File: src/hw/rtl/acf_pkg.sv
// Shared types and codes for the association control state machine.
// No dependencies; imported by acf_decide and association_control_fsm_unit.
package acf_pkg;

  localparam int unsigned StateW = 4;
  localparam int unsigned TimerW = 16;

  localparam logic [StateW-1:0] ST1  = 4'd0;
  localparam logic [StateW-1:0] ST2  = 4'd1;
  localparam logic [StateW-1:0] ST4  = 4'd3;
  localparam logic [StateW-1:0] ST5  = 4'd4;
  localparam logic [StateW-1:0] ST6  = 4'd5;
  localparam logic [StateW-1:0] ST7  = 4'd6;
  localparam logic [StateW-1:0] ST13 = 4'd12;

  localparam logic [2:0] ACT_CONNECT  = 3'd0;
  localparam logic [2:0] ACT_TCONN    = 3'd1;
  localparam logic [2:0] ACT_INCOMING = 3'd2;
  localparam logic [2:0] ACT_PDU      = 3'd3;
  localparam logic [2:0] ACT_INVALID  = 3'd4;
  localparam logic [2:0] ACT_TERR     = 3'd5;
  localparam logic [2:0] ACT_SEND     = 3'd6;
  localparam logic [2:0] ACT_TICK     = 3'd7;

  localparam logic [2:0] PDU_RQ    = 3'd0;
  localparam logic [2:0] PDU_AC    = 3'd1;
  localparam logic [2:0] PDU_RJ    = 3'd2;
  localparam logic [2:0] PDU_DATA  = 3'd3;
  localparam logic [2:0] PDU_ABORT = 3'd4;

  localparam logic [2:0] SEND_NONE  = 3'd0;
  localparam logic [2:0] SEND_RQ    = 3'd1;
  localparam logic [2:0] SEND_AC    = 3'd2;
  localparam logic [2:0] SEND_RJ    = 3'd3;
  localparam logic [2:0] SEND_DATA  = 3'd4;
  localparam logic [2:0] SEND_ABORT = 3'd5;

  localparam logic SRC_USER     = 1'b0;
  localparam logic SRC_PROVIDER = 1'b1;

  localparam logic [1:0] RSN_UNRECOGNIZED = 2'd1;
  localparam logic [1:0] RSN_UNEXPECTED   = 2'd2;

  localparam logic [1:0] TMR_NONE  = 2'd0;
  localparam logic [1:0] TMR_START = 2'd1;
  localparam logic [1:0] TMR_STOP  = 2'd2;

  localparam logic [2:0] IND_NONE       = 3'd0;
  localparam logic [2:0] IND_ACCEPT     = 3'd1;
  localparam logic [2:0] IND_REJECT     = 3'd2;
  localparam logic [2:0] IND_DATA       = 3'd3;
  localparam logic [2:0] IND_ABORT      = 3'd4;
  localparam logic [2:0] IND_PROV_ABORT = 3'd5;

  localparam logic [TimerW-1:0] ARTIM_RESET = 16'd30;

  localparam logic CFG_ARTIM = 1'b0;
  localparam logic CFG_ROLE  = 1'b1;

  typedef struct packed {
    logic [2:0] action;
    logic [2:0] pdu_kind;
    logic       assoc_acceptable;
  } event_t;

  typedef struct packed {
    logic [StateW-1:0] next_state;
    logic [2:0]        send_pdu;
    logic              abort_source;
    logic [1:0]        abort_reason;
    logic [1:0]        timer_command;
    logic              close_link;
    logic              open_link;
    logic [2:0]        indication;
    logic              indication_source;
    logic              illegal_event;
  } result_t;

  typedef struct packed {
    logic load;
    logic clear;
    logic dec;
  } tmr_upd_t;

endpackage

File: src/hw/rtl/acf_decide.sv
// Event decode for the association control state machine: one event against
// the current state and timer gives the result and the timer update.
// Depends on acf_pkg.
module acf_decide (
  input  acf_pkg::event_t                 evt_i,
  input  logic [acf_pkg::StateW-1:0]      state_i,
  input  logic [acf_pkg::TimerW-1:0]      timer_count_i,
  input  logic                            timer_running_i,
  input  logic                            role_is_user_i,
  output acf_pkg::result_t                res_o,
  output acf_pkg::tmr_upd_t               tmr_o
);
  import acf_pkg::*;

  result_t r;
  logic    legal;
  logic    is_invalid;
  logic    kill;
  logic    dec;

  always_comb begin
    r            = '0;
    r.next_state = state_i;
    legal        = 1'b1;
    kill         = 1'b0;
    dec          = 1'b0;
    is_invalid   = (evt_i.action == ACT_INVALID) ||
                   ((evt_i.action == ACT_PDU) && (evt_i.pdu_kind > PDU_ABORT));

    if (state_i > ST13) begin
      legal = 1'b0;
    end else if (is_invalid) begin
      if (state_i == ST1 || state_i == ST4) begin
        legal = 1'b0;
      end else begin
        r.send_pdu     = SEND_ABORT;
        r.abort_reason = RSN_UNRECOGNIZED;
        r.next_state   = ST13;
        if (state_i == ST2) begin
          r.abort_source  = SRC_USER;
          r.timer_command = TMR_START;
        end else if (state_i != ST13) begin
          r.abort_source      = SRC_PROVIDER;
          r.indication        = IND_PROV_ABORT;
          r.indication_source = role_is_user_i;
          r.timer_command     = TMR_START;
        end
      end
    end else begin
      unique case (evt_i.action)
        ACT_CONNECT: begin
          if (state_i == ST1) begin
            r.open_link  = 1'b1;
            r.next_state = ST4;
          end else legal = 1'b0;
        end
        ACT_TCONN: begin
          if (state_i == ST4) begin
            r.send_pdu   = SEND_RQ;
            r.next_state = ST5;
          end else legal = 1'b0;
        end
        ACT_INCOMING: begin
          if (state_i == ST1) begin
            r.timer_command = TMR_START;
            r.next_state    = ST2;
          end else legal = 1'b0;
        end
        ACT_PDU: begin
          if (state_i == ST1 || state_i == ST4) begin
            legal = 1'b0;
          end else if (evt_i.pdu_kind == PDU_ABORT) begin
            r.close_link = 1'b1;
            r.next_state = ST1;
            if (state_i == ST2 || state_i == ST13) r.timer_command = TMR_STOP;
            else r.indication = IND_ABORT;
          end else if (evt_i.pdu_kind == PDU_RQ && state_i == ST2) begin
            if (evt_i.assoc_acceptable) begin
              r.send_pdu      = SEND_AC;
              r.timer_command = TMR_STOP;
              r.next_state    = ST6;
            end else begin
              r.send_pdu      = SEND_RJ;
              r.timer_command = TMR_START;
              r.next_state    = ST13;
            end
          end else if (evt_i.pdu_kind == PDU_RQ && state_i == ST13) begin
            r.send_pdu     = SEND_ABORT;
            r.abort_reason = RSN_UNEXPECTED;
          end else if (state_i == ST2) begin
            r.send_pdu      = SEND_ABORT;
            r.abort_reason  = RSN_UNEXPECTED;
            r.timer_command = TMR_START;
            r.next_state    = ST13;
          end else if (state_i == ST13) begin
            r.next_state = ST13;
          end else if (evt_i.pdu_kind == PDU_AC && state_i == ST5) begin
            r.indication = IND_ACCEPT;
            r.next_state = ST6;
          end else if (evt_i.pdu_kind == PDU_RJ && state_i == ST5) begin
            r.indication = IND_REJECT;
            r.close_link = 1'b1;
            r.next_state = ST1;
          end else if (evt_i.pdu_kind == PDU_DATA && state_i == ST6) begin
            r.indication = IND_DATA;
          end else if (evt_i.pdu_kind == PDU_DATA && state_i == ST7) begin
            r.next_state = ST7;
          end else begin
            r.send_pdu          = SEND_ABORT;
            r.abort_source      = SRC_PROVIDER;
            r.abort_reason      = RSN_UNEXPECTED;
            r.indication        = IND_PROV_ABORT;
            r.indication_source = role_is_user_i;
            r.timer_command     = TMR_START;
            r.next_state        = ST13;
          end
        end
        ACT_INVALID: begin
          legal = 1'b0;  // handled above
        end
        ACT_TERR: begin
          if (state_i == ST1) begin
            legal = 1'b0;
          end else if (state_i == ST2) begin
            r.timer_command = TMR_STOP;
            r.next_state    = ST1;
          end else if (state_i != ST13) begin
            r.indication        = IND_PROV_ABORT;
            r.indication_source = role_is_user_i;
            r.next_state        = ST1;
          end
        end
        ACT_SEND: begin
          if (state_i == ST6) r.send_pdu = SEND_DATA;
          else legal = 1'b0;
        end
        ACT_TICK: begin
          if (timer_running_i) begin
            if (timer_count_i > TimerW'(1)) begin
              dec = 1'b1;
            end else if (state_i == ST2 || state_i == ST13) begin
              r.timer_command = TMR_STOP;
              r.close_link    = 1'b1;
              r.next_state    = ST1;
            end else begin
              kill  = 1'b1;
              legal = 1'b0;
            end
          end
        end
        default: legal = 1'b0;
      endcase
    end

    if (!legal) begin
      r               = '0;
      r.next_state    = state_i;
      r.illegal_event = 1'b1;
    end

    res_o       = r;
    tmr_o.load  = legal && (r.timer_command == TMR_START);
    tmr_o.clear = (legal && (r.timer_command == TMR_STOP)) || kill;
    tmr_o.dec   = legal && dec;
  end

endmodule

File: src/hw/rtl/association_control_fsm_unit.sv
// Top level of the association control state machine with ARTIM timer.
// Depends on acf_pkg and acf_decide.
//
// Usage:
//   Events enter on the input channel (action_i, pdu_kind_i,
//   assoc_acceptable_i), one transfer per cycle at most. Each event gives
//   exactly one result on the output channel: next state, PDU to send,
//   abort source and reason, timer command, link close/open, indication
//   and the illegal-event flag.
//   The event is captured in an input register, decoded combinationally
//   against the machine state and ARTIM counter, and the result register
//   loads together with the state and timer update.
//   Throughput is one event per cycle while the receiver does not stall,
//   set by the state and timer update loop.
//   When the receiver stalls, the result register holds; the input register
//   keeps taking one more event, then in_stall_o rises until it drains.
//   Configuration (index 0 ARTIM length, index 1 role) is written through
//   cfg_we_i while no events are in flight.
//   Reset puts the machine in Sta1 with the timer stopped, ARTIM length 30
//   and role provider; both channels come up empty.
module association_control_fsm_unit (
  input  logic        clk_i,
  input  logic        rst_ni,
  input  logic        in_valid_i,
  output logic        in_stall_o,
  input  logic [2:0]  action_i,
  input  logic [2:0]  pdu_kind_i,
  input  logic        assoc_acceptable_i,
  output logic        out_valid_o,
  input  logic        out_stall_i,
  output logic [3:0]  next_state_o,
  output logic [2:0]  send_pdu_o,
  output logic        abort_source_o,
  output logic [1:0]  abort_reason_o,
  output logic [1:0]  timer_command_o,
  output logic        close_link_o,
  output logic        open_link_o,
  output logic [2:0]  indication_o,
  output logic        indication_source_o,
  output logic        illegal_event_o,
  input  logic        cfg_we_i,
  input  logic        cfg_index_i,
  input  logic [15:0] cfg_wdata_i
);
  import acf_pkg::*;

  logic              in_v_q;
  event_t            evt_q;
  logic              out_v_q;
  result_t           res_q;
  result_t           res_d;
  tmr_upd_t          tmr_upd;
  logic [StateW-1:0] state_q;
  logic [TimerW-1:0] count_q;
  logic [TimerW-1:0] count_d;
  logic              running_q;
  logic              running_d;
  logic [TimerW-1:0] artim_q;
  logic              role_q;
  logic              advance;
  logic              in_take;

  assign advance    = in_v_q && (!out_v_q || !out_stall_i);
  assign in_stall_o = in_v_q && out_v_q && out_stall_i;
  assign in_take    = in_valid_i && !in_stall_o;

  acf_decide u_decide (
    .evt_i           (evt_q),
    .state_i         (state_q),
    .timer_count_i   (count_q),
    .timer_running_i (running_q),
    .role_is_user_i  (role_q),
    .res_o           (res_d),
    .tmr_o           (tmr_upd)
  );

  always_comb begin
    count_d   = count_q;
    running_d = running_q;
    if (tmr_upd.load) begin
      count_d   = artim_q;
      running_d = 1'b1;
    end else if (tmr_upd.clear) begin
      count_d   = '0;
      running_d = 1'b0;
    end else if (tmr_upd.dec) begin
      count_d = count_q - TimerW'(1);
    end
  end

  always_ff @(posedge clk_i or negedge rst_ni) begin
    if (!rst_ni) begin
      in_v_q    <= 1'b0;
      out_v_q   <= 1'b0;
      state_q   <= ST1;
      count_q   <= '0;
      running_q <= 1'b0;
      artim_q   <= ARTIM_RESET;
      role_q    <= 1'b0;
    end else begin
      if (in_take) in_v_q <= 1'b1;
      else if (advance) in_v_q <= 1'b0;
      if (advance) out_v_q <= 1'b1;
      else if (!out_stall_i) out_v_q <= 1'b0;
      if (advance) begin
        state_q   <= res_d.next_state;
        count_q   <= count_d;
        running_q <= running_d;
      end
      if (cfg_we_i) begin
        unique case (cfg_index_i)
          CFG_ARTIM: artim_q <= cfg_wdata_i;
          CFG_ROLE:  role_q  <= cfg_wdata_i[0];
          default:   ;
        endcase
      end
    end
  end

  always_ff @(posedge clk_i) begin
    if (in_take) evt_q <= '{action: action_i, pdu_kind: pdu_kind_i,
                            assoc_acceptable: assoc_acceptable_i};
    if (advance) res_q <= res_d;
  end

  assign out_valid_o         = out_v_q;
  assign next_state_o        = res_q.next_state;
  assign send_pdu_o          = res_q.send_pdu;
  assign abort_source_o      = res_q.abort_source;
  assign abort_reason_o      = res_q.abort_reason;
  assign timer_command_o     = res_q.timer_command;
  assign close_link_o        = res_q.close_link;
  assign open_link_o         = res_q.open_link;
  assign indication_o        = res_q.indication;
  assign indication_source_o = res_q.indication_source;
  assign illegal_event_o     = res_q.illegal_event;

endmodule

File: config.mk
export PLATFORM = sky130hd
export DESIGN_NAME = association_control_fsm_unit
export DESIGN_NICKNAME = d
export VERILOG_FILES = /design/src/hw/rtl/acf_pkg.sv /design/src/hw/rtl/acf_decide.sv /design/src/hw/rtl/association_control_fsm_unit.sv
export SDC_FILE = /design/constraint.sdc
export NUM_CORES = 1
export LEC_CHECK = 0
export BUFFER_PORTS_ARGS = -buffer_cell sky130_fd_sc_hd__buf_2
export CAP_MARGIN = 40
export CELL_PAD_IN_SITES_DETAIL_PLACEMENT = 2
export CELL_PAD_IN_SITES_GLOBAL_PLACEMENT = 2
export CORE_MARGIN = 2
export CORE_UTILIZATION = 34
export DETAILED_ROUTE_END_ITERATION = 7
export GPL_TIMING_DRIVEN = 0
export PLACE_DENSITY = 0.85
export SETUP_SLACK_MARGIN = 0.15
export SLEW_MARGIN = 10
export SYNTH_ARGS = -nofsm -noshare
export SYNTH_HDL_FRONTEND = slang
export SYNTH_SLANG_ARGS = --single-unit
File: constraint.sdc
create_clock -name clk_i -period 2.15 [get_ports clk_i]
set_input_delay 0.3225 -clock clk_i [delete_from_list [all_inputs] [get_ports clk_i]]
set_output_delay 0.3225 -clock clk_i [all_outputs]
set_load 0.1 [all_outputs]
Word-level counts from Yosys, hierarchy flattened:

Index checks and enable logic that the tools add are counted.

* bits in registers: 66
* input bits: 29
* word-level logic and storage cells: 216

* add/subtract/negate cells: 1
* magnitude comparators: 3
* equality and inequality tests: 21
* multiplexer cells: 132
* bitwise operators: 3
* reductions and logical operators: 36

Operator list (count)
* two-way mux 12 bit: 14
* two-way mux 4 bit: 26
* two-way mux 9 bit: 10
* two-way mux 16 bit: 3
* two-way mux 3 bit: 14
* two-way mux 1 bit: 41
* two-way mux 7 bit: 4
* one-hot mux 4 bit (6 select lines): 1
* two-way mux 19 bit: 1
* two-way mux 18 bit: 1
* > comparator 16 x 1 -> 1 bit, second input constant: 1
* two-way mux 2 bit: 8
* two-way mux 8 bit: 2
* subtractor 16 x 1 -> 16 bit, second input constant: 1
* == test 3 bit, second input constant: 5
* logical AND 1 bit: 14
* two-way mux 13 bit: 1
* == test 3 x 2 -> 1 bit, second input constant: 4
* == test 4 x 3 -> 1 bit, second input constant: 3
* one-hot mux 3 bit (3 select lines): 1
* one-hot mux 2 bit (4 select lines): 1
* one-hot mux 4 bit (2 select lines): 1
* AND reduction 2 bit: 4
* one-hot mux 1 bit (7 select lines): 1
* 22 further kinds: 34

Logic depth before layout (Yosys ltp):

Gate-level depths: netlist of run 1.

* word-level depth: 40
* depth in mapped cells: 11

Cells and area by module:

Synthesis of run 1 repeated with hierarchy kept, for this count alone.

* cell total of the unflattened synthesis: 376
* area total of the unflattened synthesis: 3789.9 sq um

By module, submodules not included
* association_control_fsm_unit: times used 1, cells each 200, area an instance 2700.1 sq um, sequential area each 1786.7 sq um
* acf_decide: times used 1, cells each 176, area an instance 1089.8 sq um, sequential area each 0.0 sq um

Least setup slack after synthesis of run 1:

OpenSTA, ideal clock, no wires.

* kind: reg-to-reg
* start point: reg out_v_q (netlist: out_valid_o)
* end point: reg count_q[4]
* library setup time: 0.087 ns
* arrival: 2.569 ns
* required time: 2.063 ns
* setup slack: -0.506 ns
* stages on the path, launching flop included: 8
* period minus slack after synthesis: 2.656 ns
* path through: dfrtp_1 -> nand2_1 -> nand2_1 -> clkinv_1 -> and4b_1 -> nand4_1 -> a221oi_1 -> a211oi_2

* longest elaborated chain between the ends: 4

Ends and longest elaborated chain
* start, declared: RTL line association_control_fsm_unit.sv:49 `logic out_v_q;`
* start signal, assigned: RTL line association_control_fsm_unit.sv:94 `out_v_q <= 1'b0;`
* start signal, assigned: RTL line association_control_fsm_unit.sv:103 `if (advance) out_v_q <= 1'b1;`
* start signal, assigned: RTL line association_control_fsm_unit.sv:104 `else if (!out_stall_i) out_v_q <= 1'b0;`
* zero test 1 bit: RTL line association_control_fsm_unit.sv:63 `assign advance = in_v_q && (!out_v_q || !out_stall_i);`
* logical OR 1 bit: RTL line association_control_fsm_unit.sv:63
* logical AND 1 bit: RTL line association_control_fsm_unit.sv:63
* named net advance: RTL line association_control_fsm_unit.sv:60 `logic advance;`
* AND reduction 2 bit (no source line)
* end signal, assigned: RTL line association_control_fsm_unit.sv:107 `count_q <= count_d;`
* end, declared: RTL line association_control_fsm_unit.sv:54 `logic [TimerW-1:0] count_q;`

The timed path passes the listed nets, and every way through them passes these cells.
A chain may end at the register's enable or synchronous reset.

Worst setup path in the final report of run 1:

* start point: reg state_q[3]
* end point: reg count_q[5]

* longest elaborated chain between the ends: 40
* elaborated cells on any way between the ends: 88
* those cells by class: order compare (1); eq/ne (9); mux (63); reduce/logical (15)

Ends and longest elaborated chain
* start, declared: RTL line association_control_fsm_unit.sv:53 `logic [StateW-1:0] state_q;`
* start signal, assigned: RTL line association_control_fsm_unit.sv:106 `state_q <= res_d.next_state;`
* == test 4 x 3 -> 1 bit: RTL line acf_decide.sv:106 `end else if (evt_i.pdu_kind == PDU_DATA && state_i == ST7) begin`
* logical AND 1 bit: RTL line acf_decide.sv:106
* two-way mux 8 bit: RTL line acf_decide.sv:106
* two-way mux 12 bit: RTL line acf_decide.sv:104 `end else if (evt_i.pdu_kind == PDU_DATA && state_i == ST6) begin`
* two-way mux 12 bit: RTL line acf_decide.sv:100 `end else if (evt_i.pdu_kind == PDU_RJ && state_i == ST5) begin`
* two-way mux 12 bit: RTL line acf_decide.sv:97 `end else if (evt_i.pdu_kind == PDU_AC && state_i == ST5) begin`
* two-way mux 12 bit: RTL line acf_decide.sv:95 `end else if (state_i == ST13) begin`
* two-way mux 12 bit: RTL line acf_decide.sv:90 `end else if (state_i == ST2) begin`
* [... 24 more ...]
* two-way mux 12 bit: RTL line acf_decide.sv:32 `end else if (is_invalid) begin`
* two-way mux 18 bit: RTL line acf_decide.sv:30 `if (state_i > ST13) begin`
* two-way mux 19 bit: RTL line acf_decide.sv:155 `if (!legal) begin`
* == test 2 bit: RTL line acf_decide.sv:163 `tmr_o.clear = (legal && (r.timer_command == TMR_STOP)) || kill;`
* logical AND 1 bit: RTL line acf_decide.sv:163
* logical OR 1 bit: RTL line acf_decide.sv:163
* nonzero test 3 bit (no source line) or two-way mux 16 bit (tied branches)
* AND reduction 2 bit (no source line) or two-way mux 16 bit (tied branches)

Parallel ways exist; a longest one is shown, timed or not. The select of a mux whose other input is x is not followed.

==> results of run 1 <==
## critical path, delay by kind of cell (launching register included)
family          cells  cell delay [ns]
simple gates        4             0.99
buf+inv             4             0.86
flops               1             0.40
mux                 1             0.25
compound gates      1             0.18
## per-stage QoR
step | TNS, ns | std cells
after floorplan | -1.161 | 425
after global placement | -13.18 | 646
after detailed placement | -15.09 | 647
after CTS | -6.616 | 713
after global routing | -14.73 | 731
final | -12.85 | 731
## repair_timing
action,in CTS,in global routing
setup buffers,48,16
pin swaps,36,18
hold buffers,1,0
gates resized for setup,90,61
setup endpoints to repair,38,38
endpoints found under the hold margin,8,0
gates cloned,1,2
## final cells by class
type,count,share of cell area (%)
Clock buffer,14,4.211
Timing Repair Buffer,118,13.86
Buffer,28,4.711
Sequential cell,66,27.53
Tap cell,172,3.307
Multi-Input combinational cell,313,44.78
Inverter,18,1.057
Clock inverter,2,0.5384
## worst max-delay path by stage
stage	endpoint	from	cells after the start
floorplan	count_q[2]	count_q[6]	9
global route	count_q[5]	evt_q[6]	10
detailed placement	count_q[7]	count_q[12]	8
finish	count_q[5]	state_q[3]	10
global placement	count_q[7]	count_q[12]	8
CTS	count_q[3]	state_q[0]	9
## Yosys cell counts (3+ instances only)
master    count  area [µm²]
nor3_1       17       85.08
a221oi_1      9       78.83
nand3_1      12       60.06
o21bai_1      3       22.52
nand4_1       4       25.02
buf_4         4       30.03
o31ai_1       6       45.04
dfrtp_1      36       900.9
nor2_1       34       127.6
buf_2        11       55.05
o21a_1        3       22.52
a22oi_1       3       22.52
dfstp_2       4       105.1
nor2b_1       4       25.02
nand2_1      32       120.1
and2_1        4       25.02
nand2b_1     11       68.82
a21oi_1      14       70.07
edfxtp_1     26       780.8
mux2_2       17       191.4
xor2_1        3       26.28
a21o_1        5       37.54
a31oi_1       6       37.54
a211oi_2      4       50.05
inv_1        17       63.81
o211ai_1      3       22.52
clkbuf_1      8       30.03
a22o_1        3       26.28
o22ai_1       9       56.30
o21ai_1       3       15.01
or3_1         6       37.54
o21ai_0      11       55.05
nor4_1        5       31.28
buf_6         4       45.04
mux2i_1      11       110.1
o22ai_2       3       37.54
## power groups by stage
stage	sequential, mW	combinational (mW)	clock (mW)
after global routing	1.84	2.83	1.65
after floorplan	1.96	1.11	0
after detailed placement	1.77	1.79	0
after global placement	1.74	1.71	0
after CTS	1.76	2.25	1.57
final	1.83	2.74	1.60
## cells by family (layout without fill, tap and decap cells)
family | Yosys count | in the layout
xor+xnor | 6 | 6
flops | 66 | 66
simple gates | 158 | 158
compound gates | 119 | 119
fa+ha+maj | 2 | 2
mux | 28 | 28
buf+inv | 46 | 180
## flip-flops by register name, summed over array words and instances, names as in the netlist, 2 cells and up
register and flops:
evt_q 7, count_q 16, artim_q 16, indication_o 3, send_pdu_o 3, timer_command_o 2, state_q 4, abort_reason_o 2
next_state_o 4
## layer usage
| layer | global-route usage, % | routed length (µm) | part of all wire [%] |
|---|---|---|---|
| met4 | 13.80 | 1332 | 5.7 |
| met5 | 0 | 0 | 0 |
| met2 | 51.55 | 11300 | 48 |
| met3 | 6.072 | 1480 | 6.3 |
| met1 | 37.20 | 9301 | 40 |
==> results.json, run 1 <==
{
  "p_clk_share_pct": 25.9,
  "synth_compound_area_share_pct": 22.84,
  "rsz0062_at_grt": "yes",
  "holdCritStartpoint": "assoc_acceptable_i",
  "dieArea_um2": 13580,
  "avgRoutedWirePerCell_um": 32.03,
  "grt_pass1_vias": 4650,
  "reg2reg_from": "state_q[3]",
  "end_kind": "flop",
  "htreeDepth": 3,
  "place_area_um2": 4920,
  "final_cell_mix": "buf_4 (51), buf_2 (50), dfrtp_1 (32)",
  "start_util_pct": 34.54,
  "core-area_um2": 12470,
  "mappedNetlistArea_um2": 4305,
  "die_h_um": 116.5,
  "die_w_um": 116.5,
  "period_minus_slack_ns": 2.783,
  "fmax_ghz": 0.3593,
  "clockBufferDepth": 2,
  "cts_tree": "done",
  "yosys.area_share.simple_pct": 21.04,
  "portBuffers": 49,
  "clock-sinks": 66,
  "syn_nets": 456,
  "synth_top_family_by_area": "compound AO/OA/AOI/OAI gates",
  "regArea_um2": 1792,
  "clk_pin_slew_ns": 0.07,
  "cp-start-kind": "flop",
  "r2r_slack_ns": -0.63,
  "cts-buffers-inserted": 9,
  "grt_pass1_wl_mm": 29.90,
  "path_class": "flop to flop",
  "status": "finished, violations left",
  "crit_slowest_cell": "dfrtp_1",
  "r2r-end": "count_q[5]",
  "max_cap_viol_count": 0,
  "crit_required_ns": 2.42,
  "cp.arrival_ns": 3.05,
  "synth_cell_types": 91,
  "synthMuxAreaShare_pct": 7.004,
  "drc_errors": 0,
  "overflow": 0,
  "synthCells": 425,
  "relSlewSlack_pct": 33.00,
  "grt_max_degree": 33,
  "multi_input_area_um2": 2914,
  "pin_count": 50,
  "dp.final_hpwl_mm": 10.86,
  "synth.ff_latch_count": 66,
  "tightestPinTransition_ns": 1.005,
  "slew_viol_final": 0,
  "hold_path_class": "input port to flop",
  "design_area_um2": 6507,
  "cts-root-buf": "clkbuf_16",
  "syn2layout_area_growth_pct": 51.15,
  "layout_commonest_cell": "buf_4",
  "antenna_found_initial": 0,
  "gp_congestion": 0.9083,
  "syn_area_per_cell_um2": 10.13,
  "crit_path_max_incr_delay_ns": 0.40,
  "drt_first_iter_violations": 363,
  "power.total_mw": 6.176,
  "synth_fa_ha_area_share_pct": 0.5812,
  "cellLeakagePower_nw": 2.535,
  "fin_skew_ns": 0.01835,
  "switching_share_pct": 42.60,
  "power.switching_mw": 2.631,
  "synth_xor_area_share_pct": 1.395,
  "final_net_count": 585,
  "p_seq_share_pct": 29.7,
  "first_pass_iters": 5,
  "vias_per_cell": 6.265,
  "hold_viol_final": 0,
  "cellPowerDensity_nw_per_um2": 949.1,
  "vdd_drop_max_mv": 0.7404,
  "fill_cells": 1232,
  "layout-drive-gt1-share_pct": 52.95,
  "ys_warn_count": 0,
  "final_util_pct": 52.20,
  "fin_hold_ws_ns": 0.1396,
  "p_int_mw": 3.545,
  "crit_fanout": 10,
  "track_usage_pct": 30.32,
  "vias": 4580,
  "fin_ws_ns": -0.6329,
  "cp_common_cell": "buf_4",
  "violations": "negative setup slack",
  "finalSetupViolCount": 37,
  "finalCritPeriodShare_pct": 129.4,
  "routed_wl_mm": 23.41,
  "synth_edf_count": 26,
  "hold-path-endpoint": "evt_q[0]",
  "ff2ff_path_depth": 10,
  "ys_seq_area_share_pct": 41.50,
  "holdPathStages": 1,
  "ant_nets": 0,
  "antennaDiodeCount": 0,
  "power_frac_comb_pct": 44.4,
  "postSynth.asyncResetShare_pct": 60.61,
  "placementRows": 41,
  "crit_chain": "buf_6 -> buf_2 -> nand2_1 -> nor2_1 -> nor3b_4 -> buf_4 -> buf_4 -> nor3_1 -> mux2i_1 -> o22ai_2",
  "ys.flop_type": "dfrtp_1",
  "place_ws_ns": -0.7361,
  "clock_latency_ns": 0.36
}
Note: power is estimated with default switching activity, not from simulation.
==> run 2, diff against run 1 <==
- CORE_UTILIZATION: 34 -> 41
- PLACE_DENSITY: 0.85 -> 0.95
- clock period: 2.15 -> 3.5 ns (I/O delays scaled with it)
==> run 2 against run 1 <==
Compared with the run above:
- the flow now finishes without violations
- via count fell by 12%
- critical path type unchanged
- maximum frequency shrank 11%
- first-iteration DRC count is 28% lower
- highest routed layer is now met5
- global-route usage rose by 0.53 points
==> results.json, run 2 (synthesized netlist as in run 1, its figures left out) <==
{
  "portBuffers": 49,
  "vias_per_cell": 6.417,
  "first_pass_iters": 5,
  "hold_buffers": 0,
  "die_w_um": 106.5,
  "clock_latency_ns": 0.38,
  "final_net_count": 518,
  "power_frac_comb_pct": 37.5,
  "drc_errors": 0,
  "ff2ff_path_depth": 9,
  "cts_tree": "done",
  "r2r-end": "count_q[7]",
  "cts-root-buf": "clkbuf_8",
  "fin_cells": 628,
  "hold_viol_final": 0,
  "top_regs": "artim_q (16), count_q (16), evt_q (7)",
  "htreeDepth": 3,
  "grt_pass1_vias": 4510,
  "clock-sinks": 66,
  "pin_count": 50,
  "overflow": 0,
  "dp_cells": 612,
  "clockBufferDepth": 2,
  "final_cell_mix": "buf_2 (60), dfrtp_1 (36), nor2_1 (34)",
  "cts-buffers-inserted": 9,
  "cellLeakagePower_nw": 1.943,
  "r2r_slack_ns": 0.37,
  "postCtsSetupBuffers": 0,
  "routed_wl_mm": 16.71,
  "relSlewSlack_pct": 45.40,
  "layout_commonest_cell": "buf_2",
  "die_h_um": 106.5,
  "ctsResizeCount": 0,
  "antenna_found_initial": 1,
  "max_cap_viol_count": 0,
  "track_usage_pct": 30.85,
  "grt_max_degree": 26,
  "p_int_mw": 1.672,
  "period_minus_slack_ns": 3.129,
  "cp.arrival_ns": 3.38,
  "clk_pin_slew_ns": 0.09,
  "layout-drive-gt1-share_pct": 30.08,
  "start_util_pct": 41.89,
  "fin_skew_ns": 0.01499,
  "vdd_drop_max_mv": 0.2793,
  "tightestPinTransition_ns": 0.8122,
  "finalSetupTns_ns": 0,
  "power.switching_mw": 1.299,
  "power.total_mw": 2.970,
  "placementRows": 37,
  "cellPowerDensity_nw_per_um2": 595.4,
  "rsz0062_at_grt": "no",
  "fin_ws_ns": 0.3713,
  "p_clk_share_pct": 25.9,
  "reg2reg_from": "count_q[0]",
  "fin_hold_ws_ns": 0.06835,
  "syn2layout_area_growth_pct": 15.87,
  "crit_required_ns": 3.75,
  "vias": 4030,
  "core-area_um2": 10280,
  "fmax_ghz": 0.3196,
  "slew_viol_final": 0,
  "switching_share_pct": 43.73,
  "status": "completed",
  "dp.final_hpwl_mm": 11.42,
  "grt_pass1_wl_mm": 26.42,
  "ant_nets": 0,
  "crit_fanout": 10,
  "path_class": "flop to flop",
  "antennaDiodeCount": 0,
  "dieArea_um2": 11340,
  "p_seq_share_pct": 36.6,
  "drt_first_iter_violations": 261,
  "end_kind": "flop",
  "cp-start-kind": "flop",
  "place_ws_ns": 0.5386,
  "hold_path_class": "input port to async pin",
  "avgRoutedWirePerCell_um": 26.61,
  "gp_congestion": 0.9322,
  "finalCritPeriodShare_pct": 89.39,
  "finalSetupViolCount": 0
}
-- run 2: layer usage --
| metal | GRT usage, % | wire length [µm] | share of wire, % | vias to the layer above |
|---|---|---|---|---|
| li1 | - | - | - | 1727 |
| met1 | 36.98 | 6735 | 40 | 2089 |
| met2 | 54.35 | 8527 | 51 | 164 |
| met3 | 4.966 | 858 | 5.1 | 48 |
| met4 | 13.82 | 577 | 3.5 | 2 |
| met5 | 0 | 13 | 0.078 | - |
-- run 2: worst max path at each step --
stage                 from          to  slack (ns)  cells past startpoint
6_report        count_q[0]  count_q[7]        0.37                      9
5_1_grt         count_q[0]  count_q[7]        0.25                      9
4_1_cts         count_q[0]  count_q[7]        0.44                      9
3_5_place_dp    count_q[0]  count_q[7]        0.54                      9
3_3_place_gp    count_q[0]  count_q[7]        0.67                      9
2_1_floorplan  out_valid_o  count_q[4]        0.84                      7
-- run 2: power groups by stage --
| stage | combinational [mW] | clock [mW] | sequential, mW |
|---|---|---|---|
| finish | 1.11 | 0.771 | 1.09 |
| floorplan | 0.624 | 0 | 1.20 |
| CTS | 1.10 | 0.770 | 1.08 |
| detailed placement | 1.06 | 0 | 1.09 |
| global route | 1.18 | 0.798 | 1.10 |
| global placement | 0.982 | 0 | 1.07 |
-- run 2: final cells by class --
| class | count | area (µm²) |
|---|---|---|
| Fill cell | 1115 | 5289 |
| Clock inverter | 5 | 57.56 |
| Buffer | 28 | 175.2 |
| Multi-Input combinational cell | 313 | 2276 |
| Tap cell | 136 | 170.2 |
| Timing Repair Buffer | 51 | 292.8 |
| Sequential cell | 66 | 1787 |
| Clock buffer | 11 | 162.7 |
| Inverter | 18 | 67.56 |
-- run 2: critical path, cell delays in order, from the launching register on --
cell       delay [ns]
dfrtp_1          0.44
inv_1            0.15
ha_1             0.34
o2111ai_1        0.28
nor2_4           0.26
nor3b_4          0.62
a211oi_4         0.13
buf_2            0.24
a221oi_1         0.41
o22ai_1          0.14
-- run 2: stage by stage --
stage,util (%),cell area [µm²]
after global routing,48.54,4989
final,48.54,4989
after floorplan,-,4305
after CTS,48.54,4989
after global placement,45.93,4721
after detailed placement,46.40,4768
==> run 3, diff against run 2 <==
--- a/config.mk
+++ b/config.mk
@@ -6,5 +6,4 @@
 export NUM_CORES = 1
 export LEC_CHECK = 0
-export BUFFER_PORTS_ARGS = -buffer_cell sky130_fd_sc_hd__buf_2
 export CAP_MARGIN = 40
 export CELL_PAD_IN_SITES_DETAIL_PLACEMENT = 2
@@ -13,6 +12,7 @@
 export CORE_UTILIZATION = 41
 export DETAILED_ROUTE_END_ITERATION = 7
+export DONT_BUFFER_PORTS = 1
 export GPL_TIMING_DRIVEN = 0
-export PLACE_DENSITY = 0.95
+export PLACE_DENSITY = 0.89
 export SETUP_SLACK_MARGIN = 0.15
 export SLEW_MARGIN = 10
==> constraint.sdc (replaced) <==
create_clock -name clk_i -period 3.5 [get_ports clk_i]
set_input_delay 0.35 -clock clk_i [delete_from_list [all_inputs] [get_ports clk_i]]
set_output_delay 0.35 -clock clk_i [all_outputs]
set_load 0.1 [all_outputs]
==> run 3 against run 2 <==
Compared with the run above:
- non-clock buffer count fell by 43
- die area unchanged
- wire length decreased by 8.6%
- total power decreased by 4.8%
- sequential cell count stayed put
- critical path depth down 1
- critical endpoint is now count_q[3]
==> results.json, run 3 (synthesized netlist as in run 1, its figures left out) <==
{
  "vias": 3726,
  "hold-path-endpoint": "evt_q[4]",
  "antennaDiodeCount": 0,
  "fill_cells": 1094,
  "relSlewSlack_pct": 39.83,
  "finalCritPeriodShare_pct": 87.07,
  "die_w_um": 106.5,
  "hold_path_class": "input port to flop",
  "overflow": 0,
  "clock-sinks": 66,
  "drc_errors": 0,
  "reg2reg_from": "count_q[0]",
  "p_int_mw": 1.616,
  "clk_pin_slew_ns": 0.08,
  "ff2ff_path_depth": 8,
  "gp_congestion": 0.9617,
  "place_ws_ns": 0.5495,
  "vias_per_cell": 6.369,
  "crit_buf_inv": 1,
  "pin_count": 50,
  "cts_tree": "done",
  "r2r-end": "count_q[3]",
  "finalSetupViolCount": 0,
  "status": "completed",
  "syn2layout_area_growth_pct": 12.73,
  "vdd_drop_max_mv": 0.2695,
  "crit_chain": "inv_1 -> ha_1 -> o2111ai_1 -> nor2_4 -> nor3b_4 -> a211oi_4 -> nor2_1 -> a221oi_2",
  "track_usage_pct": 28.35,
  "max_cap_viol_count": 0,
  "holdPathStages": 0,
  "rsz0062_at_grt": "no",
  "dp_cells": 567,
  "holdCritStartpoint": "action_i[0]",
  "first_pass_iters": 4,
  "p_clk_share_pct": 23.6,
  "design_area_um2": 4853,
  "grt_pass1_wl_mm": 24.15,
  "dieArea_um2": 11340,
  "cts-root-buf": "clkbuf_8",
  "postCtsSetupBuffers": 0,
  "r2r_slack_ns": 0.45,
  "clock_latency_ns": 0.36,
  "cp-startpoint": "count_q[0]",
  "crit_slowest_cell": "nor3b_4",
  "clockBufferDepth": 2,
  "cellLeakagePower_nw": 1.798,
  "place_area_um2": 4617,
  "ant_nets": 0,
  "top_regs": "artim_q (16), count_q (16), evt_q (7)",
  "fin_cells": 585,
  "fin_ws_ns": 0.4525,
  "ctsResizeCount": 0,
  "die_h_um": 106.5,
  "hold_buffers": 2,
  "hold_viol_final": 0,
  "period_minus_slack_ns": 3.048,
  "start_util_pct": 41.89,
  "fmax_ghz": 0.3281,
  "cp-start-kind": "flop",
  "drt_first_iter_violations": 232,
  "core-area_um2": 10280,
  "grt_pass1_vias": 4119,
  "tightestPinTransition_ns": 0.9044,
  "switching_share_pct": 42.88,
  "antenna_found_initial": 0,
  "layout_commonest_cell": "dfrtp_1",
  "cts-buffers-inserted": 9,
  "cp.arrival_ns": 3.25,
  "fin_skew_ns": 0.01673,
  "portBuffers": 0,
  "placementRows": 37,
  "avgRoutedWirePerCell_um": 26.11,
  "power_frac_comb_pct": 33.5,
  "final_net_count": 475,
  "p_seq_share_pct": 42.9,
  "grt_max_degree": 41,
  "routed_wl_mm": 15.27,
  "final_cell_mix": "dfrtp_1 (36), nor2_1 (34), nand2_1 (32)",
  "end_kind": "flop",
  "slew_viol_final": 0,
  "crit_fanout": 10,
  "cellPowerDensity_nw_per_um2": 582.8,
  "finalSetupTns_ns": 0,
  "power.switching_mw": 1.213,
  "layout-drive-gt1-share_pct": 22.72,
  "path_class": "flop to flop",
  "cp_top_family": "simple AND/OR/NAND/NOR gates",
  "dp.final_hpwl_mm": 10.88,
  "crit_required_ns": 3.70,
  "htreeDepth": 3,
  "crit_path_max_incr_delay_ns": 0.59
}
## run 3: layout make-up
cell class              instances  area [µm²]  area share, %
multi-input cells             313        2276          46.89
flip-flops and latches         66        1787          36.81
clock buffers                  13       180.2          3.712
repair buffers                  8       178.9          3.687
plain buffers                  28       175.2          3.609
well taps                     136       170.2          3.506
inverters                      18       67.56          1.392
clock inverters                 3       18.77         0.3867
## run 3: power by group through the flow
stage	logic, mW	registers (mW)	clock network [mW]
3_3_place_gp	0.779	1.23	0
2_1_floorplan	0.624	1.20	0
4_1_cts	0.939	1.21	0.677
6_report	0.948	1.21	0.668
3_5_place_dp	0.897	1.22	0
5_1_grt	1.02	1.23	0.707
## run 3: per-stage QoR
stage                     power (mW)  hold WS [ns]  util [%]
after floorplan                1.826       0.05441         -
final                          2.828       0.08102     47.22
after global placement         2.014       0.05528     43.55
after detailed placement       2.121       0.05531     44.92
after CTS                      2.829       0.06946     47.22
after global routing           2.959       0.05855     47.22
## run 3: layer usage
layer	up-vias	wire, µm	track usage [%]
met2	103	7670	47.89
met3	25	699	5.702
met4	0	311	8.627
li1	1652	-	-
met1	1946	6593	36.68
met5	-	0	0
## run 3: worst max-delay path by stage
stage,cells after the start,endpoint
finish,8,count_q[3]
global route,8,count_q[3]
CTS,8,count_q[3]
detailed placement,10,count_q[2]
global placement,7,count_q[4]
floorplan,7,count_q[4]
## run 3: worst reg2reg max path, delay by kind of cell, from the launching register on
family / cells / cell delay, ns
compound gates: 3 / 0.59
buf+inv: 1 / 0.14
flops: 1 / 0.42
simple gates: 3 / 1.42
fa+ha+maj: 1 / 0.32
